--- config.mk ---
export PLATFORM = sky130hd
export DESIGN_NAME = digit_mux_brightness_scanner_core
export DESIGN_NICKNAME = d
export VERILOG_FILES = /design/src/sv/dmbs_pkg.sv /design/src/sv/dmbs_table.sv /design/src/sv/dmbs_scan.sv /design/src/sv/dmbs_out.sv /design/src/sv/digit_mux_brightness_scanner_core.sv
export SDC_FILE = /design/constraint.sdc
export NUM_CORES = 1
export LEC_CHECK = 0
export ABC_AREA = 1
export BUFFER_PORTS_ARGS = -buffer_cell sky130_fd_sc_hd__buf_2
export CORE_AREA = 3 3 182 184
export DETAILED_ROUTE_END_ITERATION = 10
export DIE_AREA = 0 0 185 187
export HOLD_SLACK_MARGIN = 0.1
export SKIP_CTS_REPAIR_TIMING = 1
export SYNTH_ARGS = -nofsm -noshare
export SYNTH_HDL_FRONTEND = slang
export SYNTH_HIERARCHICAL = 1
export SYNTH_SLANG_ARGS = --single-unit
--- constraint.sdc ---
create_clock -name i_clk -period 12.2 [get_ports i_clk]
set_clock_uncertainty 0.1 [all_clocks]
set_input_delay 0.61 -clock i_clk [delete_from_list [all_inputs] [get_ports i_clk]]
set_output_delay 0.61 -clock i_clk [all_outputs]
set_load 0.02 [all_outputs]
--- src/sv/dmbs_pkg.sv ---
// ============================================================================
// dmbs_pkg
// Shared types and constants of the digit scanner: LED command encoding,
// command bundle between scan logic and output serializer, register map.
// ============================================================================
package dmbs_pkg;

    typedef enum logic [1:0] {
        ACT_DISABLE = 2'd0,
        ACT_DRAW    = 2'd1,
        ACT_ENABLE  = 2'd2
    } t_action;

    typedef struct packed {
        t_action     action;
        logic [2:0]  group_index;
        logic [7:0]  drawn_pattern;
    } t_cmd;

    typedef struct packed {
        logic [1:0]      cnt;
        t_cmd [2:0]      ent;
    } t_bundle;

    localparam int CFG_IDX_W  = 2;
    localparam int CFG_DATA_W = 8;

    localparam logic [CFG_IDX_W-1:0] CFG_DIGIT_COUNT    = 2'd0;
    localparam logic [CFG_IDX_W-1:0] CFG_SUBFIELD_COUNT = 2'd1;
    localparam logic [CFG_IDX_W-1:0] CFG_SLEEP_MODE     = 2'd2;

    localparam logic [3:0] DIGIT_COUNT_RST    = 4'd4;
    localparam logic [7:0] SUBFIELD_COUNT_RST = 8'd16;
    localparam logic [7:0] LEVEL_FULL         = 8'd255;

endpackage

--- src/sv/dmbs_table.sv ---
// ============================================================================
// dmbs_table
// Per-digit segment pattern and brightness store, one write port and one
// read port; entries never written read as blank and dark.
// ============================================================================
module dmbs_table #(
    parameter int MAX_DIGITS    = 8,
    parameter int SEGMENT_WIDTH = 8,
    parameter int IDX_W         = (MAX_DIGITS > 1) ? $clog2(MAX_DIGITS) : 1
) (
    input  logic                     i_clk,
    input  logic                     i_rst_n,
    input  logic                     i_wr_en,
    input  logic [IDX_W-1:0]         i_wr_idx,
    input  logic [SEGMENT_WIDTH-1:0] i_wr_pat,
    input  logic [7:0]               i_wr_lvl,
    input  logic [IDX_W-1:0]         i_rd_idx,
    output logic [SEGMENT_WIDTH-1:0] o_rd_pat,
    output logic [7:0]               o_rd_lvl
);
    logic [MAX_DIGITS-1:0]    r_vld;
    logic [SEGMENT_WIDTH-1:0] r_pat [MAX_DIGITS];
    logic [7:0]               r_lvl [MAX_DIGITS];

    always_ff @(posedge i_clk) begin
        if (!i_rst_n) begin
            r_vld <= '0;
        end else if (i_wr_en) begin
            r_vld[i_wr_idx] <= 1'b1;
        end
    end

    always_ff @(posedge i_clk) begin
        if (i_wr_en) begin
            r_pat[i_wr_idx] <= i_wr_pat;
            r_lvl[i_wr_idx] <= i_wr_lvl;
        end
    end

    assign o_rd_pat = r_vld[i_rd_idx] ? r_pat[i_rd_idx] : '0;
    assign o_rd_lvl = r_vld[i_rd_idx] ? r_lvl[i_rd_idx] : '0;

endmodule

--- src/sv/dmbs_scan.sv ---
// ============================================================================
// dmbs_scan
// Scan state and single-pass tick evaluation: digit change, on-threshold,
// lit decision and up to three LED commands per tick as one bundle.
// ============================================================================
module dmbs_scan #(
    parameter int MAX_DIGITS    = 8,
    parameter int SEGMENT_WIDTH = 8,
    parameter int IDX_W         = (MAX_DIGITS > 1) ? $clog2(MAX_DIGITS) : 1
) (
    input  logic                     i_clk,
    input  logic                     i_rst_n,
    input  logic                     i_item_valid,
    input  logic                     i_cmd,
    input  logic [2:0]               i_digit_index,
    input  logic [7:0]               i_segment_bits,
    input  logic [7:0]               i_level,
    input  logic [3:0]               i_digit_count,
    input  logic [7:0]               i_subfield_count,
    input  logic                     i_sleep_mode,
    input  logic                     i_bundle_ready,
    output logic                     o_consume,
    output logic                     o_load,
    output dmbs_pkg::t_bundle        o_bundle,
    output logic                     o_wr_en,
    output logic [IDX_W-1:0]         o_wr_idx,
    output logic [SEGMENT_WIDTH-1:0] o_wr_pat,
    output logic [7:0]               o_wr_lvl,
    output logic [IDX_W-1:0]         o_rd_idx,
    input  logic [SEGMENT_WIDTH-1:0] i_rd_pat,
    input  logic [7:0]               i_rd_lvl
);
    import dmbs_pkg::*;

    localparam int CNT_W = $clog2(MAX_DIGITS + 1);

    logic [IDX_W-1:0]         r_cur;
    logic [IDX_W-1:0]         r_prev;
    logic [7:0]               r_sub;
    logic [7:0]               r_thr;
    logic                     r_prev_on;
    logic [SEGMENT_WIDTH-1:0] r_last;

    logic [IDX_W-1:0] cd;
    logic [IDX_W-1:0] n_cur;
    logic [CNT_W-1:0] eff;
    logic [CNT_W-1:0] cd_inc;
    logic [15:0]      prod;
    logic [7:0]       thr;
    logic [8:0]       sub_inc;
    logic             changed;
    logic             lit0;
    logic             off;
    logic             draw;
    logic             wrap;
    logic             tick;
    logic             step;
    t_bundle          bundle;

    always_comb begin
        cd = r_cur;
        if (32'(r_cur) >= MAX_DIGITS) begin
            cd = '0;
        end
        changed = (cd != r_prev);
        prod    = {8'd0, i_subfield_count} * {8'd0, i_rd_lvl};
        thr     = changed ? prod[15:8] : r_thr;
        lit0    = changed ? 1'b0 : r_prev_on;
        off     = (i_rd_lvl != LEVEL_FULL) && (r_sub >= thr);
        draw    = !off && !lit0 && (i_rd_pat != r_last);

        bundle = '0;
        if (changed) begin
            bundle.ent[bundle.cnt] = '{ACT_DISABLE, 3'(r_prev), 8'd0};
            bundle.cnt             = bundle.cnt + 2'd1;
        end
        if (off && lit0) begin
            bundle.ent[bundle.cnt] = '{ACT_DISABLE, 3'(cd), 8'd0};
            bundle.cnt             = bundle.cnt + 2'd1;
        end
        if (draw) begin
            bundle.ent[bundle.cnt] = '{ACT_DRAW, 3'd0, 8'(i_rd_pat)};
            bundle.cnt             = bundle.cnt + 2'd1;
        end
        if (!off && !lit0) begin
            bundle.ent[bundle.cnt] = '{ACT_ENABLE, 3'(cd), 8'd0};
            bundle.cnt             = bundle.cnt + 2'd1;
        end

        if (i_digit_count == 4'd0) begin
            eff = CNT_W'(1);
        end else if (32'(i_digit_count) > MAX_DIGITS) begin
            eff = CNT_W'(MAX_DIGITS);
        end else begin
            eff = CNT_W'(i_digit_count);
        end
        cd_inc  = CNT_W'(cd) + CNT_W'(1);
        n_cur   = (cd_inc >= eff) ? '0 : IDX_W'(cd_inc);
        sub_inc = {1'b0, r_sub} + 9'd1;
        wrap    = (sub_inc >= {1'b0, i_subfield_count});

        tick      = i_item_valid && !i_cmd && !i_sleep_mode;
        o_consume = i_item_valid && (!tick || bundle.cnt == 2'd0 || i_bundle_ready);
        step      = tick && o_consume;
        o_load    = step && (bundle.cnt != 2'd0);
    end

    assign o_bundle = bundle;
    assign o_rd_idx = cd;
    assign o_wr_en  = i_item_valid && i_cmd && (32'(i_digit_index) < MAX_DIGITS);
    assign o_wr_idx = IDX_W'(i_digit_index);
    assign o_wr_pat = SEGMENT_WIDTH'(i_segment_bits);
    assign o_wr_lvl = i_level;

    always_ff @(posedge i_clk) begin
        if (!i_rst_n) begin
            r_cur     <= '0;
            r_prev    <= '0;
            r_sub     <= '0;
            r_thr     <= '0;
            r_prev_on <= 1'b0;
            r_last    <= '0;
        end else if (step) begin
            r_cur     <= wrap ? n_cur : cd;
            r_sub     <= wrap ? 8'd0 : sub_inc[7:0];
            r_prev    <= cd;
            r_prev_on <= !off;
            if (changed) begin
                r_thr <= prod[15:8];
            end
            if (draw) begin
                r_last <= i_rd_pat;
            end
        end
    end

    a_cur_range: assert property (@(posedge i_clk) disable iff (!i_rst_n)
        32'(r_cur) < MAX_DIGITS)
        else $error("current digit out of range");

    a_change_disables: assert property (@(posedge i_clk) disable iff (!i_rst_n)
        (o_load && changed) |-> (bundle.ent[0].action == ACT_DISABLE
                                 && bundle.ent[0].group_index == 3'(r_prev)))
        else $error("digit change without disable of previous digit");

endmodule

--- src/sv/dmbs_out.sv ---
// ============================================================================
// dmbs_out
// Command bundle register and serializer: presents the commands of one tick
// one per transaction, marking the final one with tlast.
// ============================================================================
module dmbs_out (
    input  logic              i_clk,
    input  logic              i_rst_n,
    input  logic              i_load,
    input  dmbs_pkg::t_bundle i_bundle,
    output logic              o_bundle_ready,
    output logic              m_axis_tvalid,
    input  logic              m_axis_tready,
    output logic [15:0]       m_axis_tdata,  // group_index[2:0], drawn_pattern[10:3]
    output logic [1:0]        m_axis_tuser,  // action[1:0]
    output logic              m_axis_tlast
);
    import dmbs_pkg::*;

    logic [1:0]  r_cnt;
    t_cmd [2:0]  r_ent;
    logic        take;

    assign take           = (r_cnt != 2'd0) && m_axis_tready;
    assign o_bundle_ready = (r_cnt == 2'd0) || (m_axis_tready && r_cnt == 2'd1);

    always_ff @(posedge i_clk) begin
        if (!i_rst_n) begin
            r_cnt <= 2'd0;
        end else if (i_load) begin
            r_cnt <= i_bundle.cnt;
        end else if (take) begin
            r_cnt <= r_cnt - 2'd1;
        end
    end

    always_ff @(posedge i_clk) begin
        if (i_load) begin
            r_ent <= i_bundle.ent;
        end else if (take) begin
            r_ent[0] <= r_ent[1];
            r_ent[1] <= r_ent[2];
        end
    end

    assign m_axis_tvalid = (r_cnt != 2'd0);
    assign m_axis_tuser  = r_ent[0].action;
    assign m_axis_tdata  = {5'd0, r_ent[0].drawn_pattern, r_ent[0].group_index};
    assign m_axis_tlast  = (r_cnt == 2'd1);

    a_load_when_free: assert property (@(posedge i_clk) disable iff (!i_rst_n)
        i_load |-> o_bundle_ready)
        else $error("bundle loaded over pending commands");

    a_load_nonempty: assert property (@(posedge i_clk) disable iff (!i_rst_n)
        i_load |=> (r_cnt != 2'd0))
        else $error("empty bundle loaded");

    a_last_drains: assert property (@(posedge i_clk) disable iff (!i_rst_n)
        (m_axis_tvalid && m_axis_tready && m_axis_tlast && !i_load) |=> !m_axis_tvalid)
        else $error("commands left after final transaction");

endmodule

--- src/sv/digit_mux_brightness_scanner_core.sv ---
// ============================================================================
// digit_mux_brightness_scanner_core
// Multiplexed LED digit scanner with per-digit brightness by subfield
// modulation, emitting LED-matrix commands per scan tick.
// ============================================================================
// An item passes an input register, is evaluated against the digit table and
// scan state, and its commands (up to three) land in an output bundle register
// that sends them one per transaction. Table writes, ticks while asleep and
// ticks that cause no command never wait for the output. A tick with commands
// waits until the bundle register is free or its last command is being taken,
// so the output serializer limits the tick rate; the next tick is evaluated
// while the last command of the previous one is taken. An input transaction
// reaches the command output through the input and output bundle registers.
module digit_mux_brightness_scanner_core #(
    parameter int MAX_DIGITS    = 8,
    parameter int SEGMENT_WIDTH = 8
) (
    input  logic        i_clk,
    input  logic        i_rst_n,
    input  logic        s_axis_tvalid,
    output logic        s_axis_tready,
    input  logic [23:0] s_axis_tdata,   // digit_index[2:0], segment_bits[10:3], level[18:11]
    input  logic        s_axis_tuser,   // cmd[0]
    output logic        m_axis_tvalid,
    input  logic        m_axis_tready,
    output logic [15:0] m_axis_tdata,   // group_index[2:0], drawn_pattern[10:3]
    output logic [1:0]  m_axis_tuser,   // action[1:0]
    output logic        m_axis_tlast,
    input  logic        i_cfg_valid,
    output logic        o_cfg_ready,
    input  logic [dmbs_pkg::CFG_IDX_W-1:0]  i_cfg_index,
    input  logic [dmbs_pkg::CFG_DATA_W-1:0] i_cfg_data
);
    import dmbs_pkg::*;

    localparam int IDX_W = (MAX_DIGITS > 1) ? $clog2(MAX_DIGITS) : 1;

    logic       r_in_v;
    logic       r_cmd;
    logic [2:0] r_idx;
    logic [7:0] r_seg;
    logic [7:0] r_lvl;
    logic [3:0] r_digit_count;
    logic [7:0] r_subfield_count;
    logic       r_sleep_mode;

    logic                     consume;
    logic                     load;
    logic                     bundle_ready;
    t_bundle                  bundle;
    logic                     wr_en;
    logic [IDX_W-1:0]         wr_idx;
    logic [SEGMENT_WIDTH-1:0] wr_pat;
    logic [7:0]               wr_lvl;
    logic [IDX_W-1:0]         rd_idx;
    logic [SEGMENT_WIDTH-1:0] rd_pat;
    logic [7:0]               rd_lvl;

    assign s_axis_tready = !r_in_v || consume;
    assign o_cfg_ready   = 1'b1;

    always_ff @(posedge i_clk) begin
        if (!i_rst_n) begin
            r_in_v <= 1'b0;
        end else if (s_axis_tvalid && s_axis_tready) begin
            r_in_v <= 1'b1;
        end else if (consume) begin
            r_in_v <= 1'b0;
        end
    end

    always_ff @(posedge i_clk) begin
        if (s_axis_tvalid && s_axis_tready) begin
            r_cmd <= s_axis_tuser;
            r_idx <= s_axis_tdata[2:0];
            r_seg <= s_axis_tdata[10:3];
            r_lvl <= s_axis_tdata[18:11];
        end
    end

    always_ff @(posedge i_clk) begin
        if (!i_rst_n) begin
            r_digit_count    <= DIGIT_COUNT_RST;
            r_subfield_count <= SUBFIELD_COUNT_RST;
            r_sleep_mode     <= 1'b0;
        end else if (i_cfg_valid && o_cfg_ready) begin
            case (i_cfg_index)
                CFG_DIGIT_COUNT: begin
                    r_digit_count <= i_cfg_data[3:0];
                end
                CFG_SUBFIELD_COUNT: begin
                    r_subfield_count <= i_cfg_data;
                end
                CFG_SLEEP_MODE: begin
                    r_sleep_mode <= i_cfg_data[0];
                end
                default: begin
                end
            endcase
        end
    end

    dmbs_table #(
        .MAX_DIGITS    (MAX_DIGITS),
        .SEGMENT_WIDTH (SEGMENT_WIDTH),
        .IDX_W         (IDX_W)
    ) u_table (
        .i_clk    (i_clk),
        .i_rst_n  (i_rst_n),
        .i_wr_en  (wr_en),
        .i_wr_idx (wr_idx),
        .i_wr_pat (wr_pat),
        .i_wr_lvl (wr_lvl),
        .i_rd_idx (rd_idx),
        .o_rd_pat (rd_pat),
        .o_rd_lvl (rd_lvl)
    );

    dmbs_scan #(
        .MAX_DIGITS    (MAX_DIGITS),
        .SEGMENT_WIDTH (SEGMENT_WIDTH),
        .IDX_W         (IDX_W)
    ) u_scan (
        .i_clk            (i_clk),
        .i_rst_n          (i_rst_n),
        .i_item_valid     (r_in_v),
        .i_cmd            (r_cmd),
        .i_digit_index    (r_idx),
        .i_segment_bits   (r_seg),
        .i_level          (r_lvl),
        .i_digit_count    (r_digit_count),
        .i_subfield_count (r_subfield_count),
        .i_sleep_mode     (r_sleep_mode),
        .i_bundle_ready   (bundle_ready),
        .o_consume        (consume),
        .o_load           (load),
        .o_bundle         (bundle),
        .o_wr_en          (wr_en),
        .o_wr_idx         (wr_idx),
        .o_wr_pat         (wr_pat),
        .o_wr_lvl         (wr_lvl),
        .o_rd_idx         (rd_idx),
        .i_rd_pat         (rd_pat),
        .i_rd_lvl         (rd_lvl)
    );

    dmbs_out u_out (
        .i_clk          (i_clk),
        .i_rst_n        (i_rst_n),
        .i_load         (load),
        .i_bundle       (bundle),
        .o_bundle_ready (bundle_ready),
        .m_axis_tvalid  (m_axis_tvalid),
        .m_axis_tready  (m_axis_tready),
        .m_axis_tdata   (m_axis_tdata),
        .m_axis_tuser   (m_axis_tuser),
        .m_axis_tlast   (m_axis_tlast)
    );

endmodule

## Word level (Yosys, flattened, before mapping)

Memories as Yosys holds them, arrays and structs flattened. A register that Yosys moved wholly into a read port is not among the register bits.
Index checks and enable logic that the tools add are counted.
W data, S select, Z words.

- Add/subtract/negate cells: 6
- Multiply operators: 1
- $lt $le $gt $ge: 13
- Equality and inequality tests: 6
- Multiplexer cells: 38
- Bitwise gates (word level): 1
- Reduce and logical (&&, ||, !) cells: 40

Operator list:

| operator | number |
|---|---|
| $mux W41 | 3 |
| $bwmux W39 | 3 |
| $demux W13 S2 | 3 |
| $mux W26 | 2 |
| $mux W13 | 3 |
| $mux W8 | 4 |
| $logic_and A1 B1 Y1 | 17 |
| $mul A8 B8 Y16 | 1 |
| $mux W3 | 5 |
| $mux W11 | 1 |
| $reduce_and A2 Y1 | 5 |
| $add A8 B1 Y9 const B | 1 |
| $ge A9 B8 Y1 | 1 |
| $ge A8 B8 Y1 | 1 |
| $lt A3 B4 Y1 const B | 2 |
| $mux W1 | 8 |
| $mux W4 | 2 |
| $ne A8 B8 Y1 | 1 |
| $ne A8 B8 Y1 const B | 1 |
| $or A8 B8 Y8 | 1 |
| $reduce_bool A2 Y1 | 4 |
| $logic_not A1 Y1 | 6 |
| $logic_not A2 Y1 | 3 |
| $lt A2 B3 Y1 const B | 2 |
| 18 further kinds | 25 |

- Register bits after elaboration: 114
- Memory bits (writable): 128
- Output and inout bits: 22
- Memories kept: 2

Memory list:

| name | words | width | rd ports | clocked after Yosys merged registers in | write ports | RTL line | source |
|---|---|---|---|---|---|---|---|
| u_table.r_lvl | 8 | 8 | 1 | 1 | 1 | dmbs_table.sv:23 | `logic [7:0] r_lvl [MAX_DIGITS];` |
| u_table.r_pat | 8 | 8 | 1 | 1 | 1 | dmbs_table.sv:22 | `logic [SEGMENT_WIDTH-1:0] r_pat [MAX_DIGITS];` |

## Depth between registers and ports, before layout

- Depth in word-level cells: 29
- Depth in mapped cells: 60
- Depth with buffers taken out: 55

## Hierarchy

The synthesis kept the hierarchy.

By module, submodules not included:

| module | instances | cells an instance | area each (um2) |
|---|---|---|---|
| dmbs_table | 1 | 656 | 6,138.4 |
| dmbs_scan | 1 | 790 | 5,038.6 |
| dmbs_out | 1 | 169 | 1,815.5 |
| digit_mux_brightness_scanner_core | 1 | 111 | 1,209.9 |

## Worst setup path before layout

OpenSTA, ideal clock, no wires.

- Path kind: register -> register
- Start: register u_scan.r_cur[0], in the netlist u_scan/o_rd_idx[0]
- End: register u_out.r_ent (netlist bit u_out/m_axis_tdata[0]), enable pin
- Setup time: 0.385 ns
- Data arrival time: 8.186 ns
- Setup slack: 3.529 ns
- Cell stages (with the launch flop): 53
- Period minus slack after synthesis: 8.671 ns
- Cells stage by stage: dfxtp_1 inv_2 buf_6 buf_6 nand2_1 nand3_1 nand2_1 nand2_1 nand2_1 nand2_1 inv_1 buf_2 nand2_1 inv_1 fa_1 fa_1 fa_1 inv_1 [... 17 more ...] nand2_2 nor2_1 inv_1 ha_1 nand2_1 inv_1 a21oi_1 inv_1 ha_1 inv_1 o21ai_4 nand3_4 a21boi_2 buf_2 nand2_1 inv_1 inv_2 nand2_1

- Longest elaborated chain between the ends: 20

Ends and longest elaborated chain:

| element | RTL line | source |
|---|---|---|
| from (decl) | dmbs_scan.sv:37 | `logic [IDX_W-1:0] r_cur;` |
| from (signal assigned) | dmbs_scan.sv:124 | `r_cur <= wrap ? n_cur : cd;` |
| $bmux W1 S3 * | dmbs_table.sv:41 | `assign o_rd_lvl = r_vld[i_rd_idx] ? r_lvl[i_rd_idx] : '0;` |
| $mux W1 (implied by the code) * | dmbs_table.sv:41 |  |
| $mux W8 * | dmbs_table.sv:41 |  |
| via rd_lvl[6] | digit_mux_brightness_scanner_core.sv:57 | `logic [7:0] rd_lvl;` |
| $mul A8 B8 Y16 | dmbs_scan.sv:66 | `prod = {8'd0, i_subfield_count} * {8'd0, i_rd_lvl};` |
| $mux W8 | -- |  |
| $ge A8 B8 Y1 | dmbs_scan.sv:69 | `off = (i_rd_lvl != LEVEL_FULL) && (r_sub >= thr);` |
| $logic_and A1 B1 Y1 * | dmbs_scan.sv:69 |  |
| [... 5 more ...] | -- |  |
| $mux W41 * | dmbs_scan.sv:85 | `if (!off && !lit0) begin` |
| $logic_not A2 Y1 | dmbs_scan.sv:103 | `o_consume = i_item_valid && (!tick \|\| bundle.cnt == 2'd0 \|\| i_bundle_ready);` |
| $logic_or A1 B1 Y1 (2 in series) | dmbs_scan.sv:103 |  |
| $logic_and A1 B1 Y1 | dmbs_scan.sv:103 |  |
| $logic_and A1 B1 Y1 | dmbs_scan.sv:104 | `step = tick && o_consume;` |
| $logic_and A1 B1 Y1 * | dmbs_scan.sv:105 | `o_load = step && (bundle.cnt != 2'd0);` |
| via load | digit_mux_brightness_scanner_core.sv:48 | `logic load;` |
| $reduce_bool A2 Y1 (no line) * | -- |  |
| to (signal assigned) | dmbs_out.sv:39 | `r_ent <= i_bundle.ent;` |
| to (decl) | dmbs_out.sv:21 | `t_cmd [2:0] r_ent;` |

Mark *: on every way through the listed nets, which the timed path passes. The rest lies on a longest branch. The select of a mux whose other input is x is not followed.
A chain may end at the register's enable or synchronous reset.

## Final worst setup path

- Start: register u_scan.r_cur[0], in the netlist u_scan/o_rd_idx[0]
- End: register u_out/r_ent[19] (netlist bit), enable pin

The elaborated chain is that of the path after synthesis.

==> metrics.log <==
[metrics] status: completed
[metrics] Total Power Consumption: 0.002220 W
[metrics] cell occurring most often along the worst timing path: sky130_fd_sc_hd__nand2_1
[metrics] number of antenna violations at the first check in global routing: 0
[metrics] CP endpoint kind: flip-flop
[metrics] number of buffers created by CTS: 28
[metrics] worst vdd rail ir drop: 97.26 uV
[metrics] CTS H-Tree Depth: 1
[metrics] Power Density: 145.3 nW/um^2
[metrics] fraction of the cycle the final worst path needs: 0.8809
[metrics] Synth Flop Type: sky130_fd_sc_hd__edfxtp_1
[metrics] routability-driven placement congestion ratio: 0.8289
[metrics] Remaining Overflow, GRT: 0
[metrics] CTS tree: built
[metrics] cells on worst reg2reg path: 51
[metrics] worst stage delay on the critical path: 690 ps
[metrics] Int Power: 0.001568 W
[metrics] Detailed Place HPWL: 19.51 mm
[metrics] final routed DRC violation total: 0
[metrics] wire length of the first global-routing pass: 49.17 mm
[metrics] highest metal used: met4
[metrics] number of nets in the final layout: 1859
[metrics] Hold Path Depth: 1
[metrics] All-Layer GR Usage: 0.1752
[metrics] proportion of netlist area held by the largest area contributor: 0.3954
[metrics] data required time of the worst path: 12330 ps
[metrics] full die area: 34600 sq um
[metrics] category of the worst setup path launch point: flip-flop
[metrics] hold violation count in the final report: 0
[metrics] max-slew violation total from the final report: 0
[metrics] width of the die: 185 microns
[metrics] post-synthesis cell type count: 41
[metrics] Post-Synthesis Mean Instance Area: 8.228 sq um
[metrics] count of nets left with antenna violations after detail routing: 0
[metrics] type of the worst min-delay path: input port to flip-flop
[metrics] share of synthesized flip-flops with an asynchronous set or reset: 0
[metrics] Fin Hold WS: 142.3 ps
[metrics] post-route worst setup slack: 1453 ps
[metrics] Synth Cell Area: 14200 sq um
[metrics] met2 routed WL: 14.87 mm
[metrics] standby leakage power: 7.774 nW
[metrics] relative max-transition margin: 0.3441
[metrics] setup TNS: 0 ps
[metrics] met1 wire length: 13.59 mm
[metrics] pre-CTS setup slack: 1442 ps
[metrics] first-iteration detailed-routing DRC count: 581
[metrics] Max stage delay cell, worst path: sky130_fd_sc_hd__inv_2
[metrics] Post-Syn Instances: 1726
[metrics] vias in the first global route: 9701
[metrics] number of enable flip-flop cells after synthesis: 187
[metrics] Max Fanout on Critical Path: 53
[metrics] detail-routed net length per standard cell: 14.03 microns
[metrics] Clock Sinks: 242
[metrics] sw power: 0.0006521 W
[metrics] critical path start-end classification: flip-flop to flip-flop
[metrics] Synth area leader: sky130_fd_sc_hd__edfxtp_1
[metrics] sequential cell area fraction in the yosys report: 0.4729
[metrics] setup-violating endpoint count in the final report: 0
[metrics] cell at the root of the clock tree: sky130_fd_sc_hd__clkbuf_16
[metrics] pin count of the biggest net entering global routing: 74
[metrics] number of rows created at floorplan: 65
[metrics] Avg Vias per Cell: 4.697
[metrics] fraction of power consumed by sequential logic: 0.444
[metrics] top cells by area, synth: sky130_fd_sc_hd__edfxtp_1, sky130_fd_sc_hd__nand2_1, sky130_fd_sc_hd__inv_1
[metrics] clock latency on the worst-skew pair: 540 ps
[metrics] count of input and output buffers: 50
[metrics] routed length on met3: 1.202 mm
[metrics] Area growth syn-to-layout: 7.559%
[metrics] clock period minus final worst setup slack: 10750 ps
[metrics] logic gate share of total power: 0.186
[metrics] Final Util: 0.4841
[metrics] Data arrival, critical path: 10870 ps
[metrics] number of ports placed on the die boundary: 62
[metrics] post-synthesis register bit count: 242
[metrics] setup repair after global routing missed its margin: no
[metrics] area of the core: 31560 sq um
[metrics] number of diodes: 0
[metrics] number of iterations in the first detailed-routing pass: 6
[metrics] die height: 187 microns
[metrics] buffer depth of the longest clock path: 3
[metrics] fraction of final layout cells with drive strength greater than 1: 0.07057
[metrics] slew at the pin closest to its max-slew limit: 983.9 ps
[metrics] switching part of the total: 0.2938
[metrics] Synth Warn #: 6
[metrics] maximum clock rate: 93.05 MHz
[metrics] fraction of power consumed by the clock network: 0.370
[metrics] post-CTS clock slew at the launch and capture registers of the worst setup and hold paths: 60 ps
[metrics] vias after detailed routing: 10080
[metrics] max capacitance violation total: 0
[metrics] aggregate routed wire length: 30.10 mm
[metrics] initial standard-cell utilization of the core: 0.4501
-- worst max-delay path: cells and delay by family, from the launching register on --
kind	cells	cell delay, ps
flip-flops	1	320
adder cells (fa/ha/maj)	8	3190
AO/OA/AOI/OAI	7	1640
AND/OR/NAND/NOR	19	2130
buffers and inverters	17	3000
-- cell families (layout without fill, tap and decap cells) --
family,Yosys count,in the layout,synth area share
and+or+nand+nor,836,836,0.2407
AOI/OAI and AO/OA,69,69,0.02731
buffers and inverters,466,479,0.1457
xor gates and xnor gates,13,13,0.008017
DFF,242,242,0.4729
adders and majority gates,98,98,0.1048
other,2,6,0.0005288
-- Yosys cell counts, types with 2 or more instances --
| library cell | number |
|---|---|
| sky130_fd_sc_hd__a21oi_1 | 42 |
| sky130_fd_sc_hd__buf_1 | 4 |
| sky130_fd_sc_hd__buf_2 | 17 |
| sky130_fd_sc_hd__buf_4 | 51 |
| sky130_fd_sc_hd__buf_6 | 14 |
| sky130_fd_sc_hd__clkbuf_1 | 13 |
| sky130_fd_sc_hd__conb_1 | 2 |
| sky130_fd_sc_hd__dfxtp_1 | 55 |
| sky130_fd_sc_hd__edfxtp_1 | 187 |
| sky130_fd_sc_hd__fa_1 | 35 |
| sky130_fd_sc_hd__ha_1 | 63 |
| sky130_fd_sc_hd__inv_1 | 362 |
| sky130_fd_sc_hd__inv_2 | 3 |
| sky130_fd_sc_hd__nand2_1 | 559 |
| sky130_fd_sc_hd__nand2_2 | 6 |
| sky130_fd_sc_hd__nand3_1 | 106 |
| sky130_fd_sc_hd__nand3_2 | 2 |
| sky130_fd_sc_hd__nand3_4 | 2 |
| sky130_fd_sc_hd__nand3b_1 | 2 |
| sky130_fd_sc_hd__nand4_1 | 12 |
| sky130_fd_sc_hd__nor2_1 | 113 |
| sky130_fd_sc_hd__nor3_1 | 29 |
| sky130_fd_sc_hd__o211ai_1 | 2 |
| sky130_fd_sc_hd__o21ai_0 | 14 |
| sky130_fd_sc_hd__o22ai_1 | 3 |
| sky130_fd_sc_hd__o31ai_1 | 2 |
| sky130_fd_sc_hd__xnor2_1 | 6 |
| sky130_fd_sc_hd__xor2_1 | 7 |
-- metrics by stage --
step                      instance area (sq um)  cells
after floorplan                           14220   1730
after global placement                    14360   2093
after detailed placement                  14360   2093
after CTS                                 15280   2145
after global routing                      15280   2145
final                                     15280   2145
-- worst paths after layout --
path / start / to / slack (ps)
min: s_axis_tdata[13] / r_lvl[2]$_DFFE_PP_ / 140
max: u_scan/o_rd_idx[0]$_SDFFE_PN0P_ / u_out/r_ent[19]$_DFFE_PP_ / 1450
min reg2reg: u_table/r_vld[6]$_SDFFE_PN0P_ / u_table/r_vld[6]$_SDFFE_PN0P_ / 360
max reg2reg: u_scan/o_rd_idx[0]$_SDFFE_PN0P_ / u_out/r_ent[19]$_DFFE_PP_ / 1450
-- state kept, by name, summed over array words and instances (netlist names), 3 cells and up --
| register | flops |
|---|---|
| u_table/r_pat | 64 |
| r_subfield_count | 8 |
| u_scan/o_rd_idx | 3 |
| u_scan/r_thr | 8 |
| u_scan/r_last | 8 |
| u_table/r_vld | 8 |
| r_seg | 8 |
| u_scan/r_prev | 3 |
| u_out/r_ent | 26 |
| r_lvl | 8 |
| r_digit_count | 4 |
| u_table/r_lvl | 64 |
| r_idx | 3 |
| u_out/m_axis_tdata | 11 |
| u_scan/r_sub | 8 |
-- cells in the final DEF, fill, tap and decap left out, types with 29 or more instances in the layout --
cell type and n:
sky130_fd_sc_hd__dfxtp_1 54, sky130_fd_sc_hd__inv_1 362, sky130_fd_sc_hd__buf_2 50, sky130_fd_sc_hd__nand3_1 106
sky130_fd_sc_hd__nand2_1 559, sky130_fd_sc_hd__nor2_1 113, sky130_fd_sc_hd__fa_1 35, sky130_fd_sc_hd__a21oi_1 41
sky130_fd_sc_hd__ha_1 63, sky130_fd_sc_hd__edfxtp_1 187, sky130_fd_sc_hd__nor3_1 29
-- final cells by class --
| type | count | area (sq um) |
|---|---|---|
| sequential | 242 | 6718 |
| multi-input combinational | 1022 | 5435 |
| tap | 402 | 503.0 |
| clock buffer | 40 | 785.8 |
| fill | 2995 | 16280 |
| clock inverter | 12 | 128.9 |
| inverter | 367 | 1380 |
| timing repair buffer | 60 | 325.3 |
-- routing by layer --
layer	GRT usage	vias to the layer above
met3	0.02256	37
met5	0	-
met2	0.3089	181
met4	0.03232	0
li1	-	5235
met1	0.2330	4623
-- power groups by stage --
stage	sequential, W	clock (W)	combinational [W]
floorplan	0.000989	0	0.000357
global placement	0.00100	0	0.000408
detailed placement	0.00100	0	0.000415
CTS	0.000985	0.000846	0.000417
global route	0.000991	0.000884	0.000474
finish	0.000985	0.000822	0.000413
Note: power is estimated with default switching activity, not from simulation.
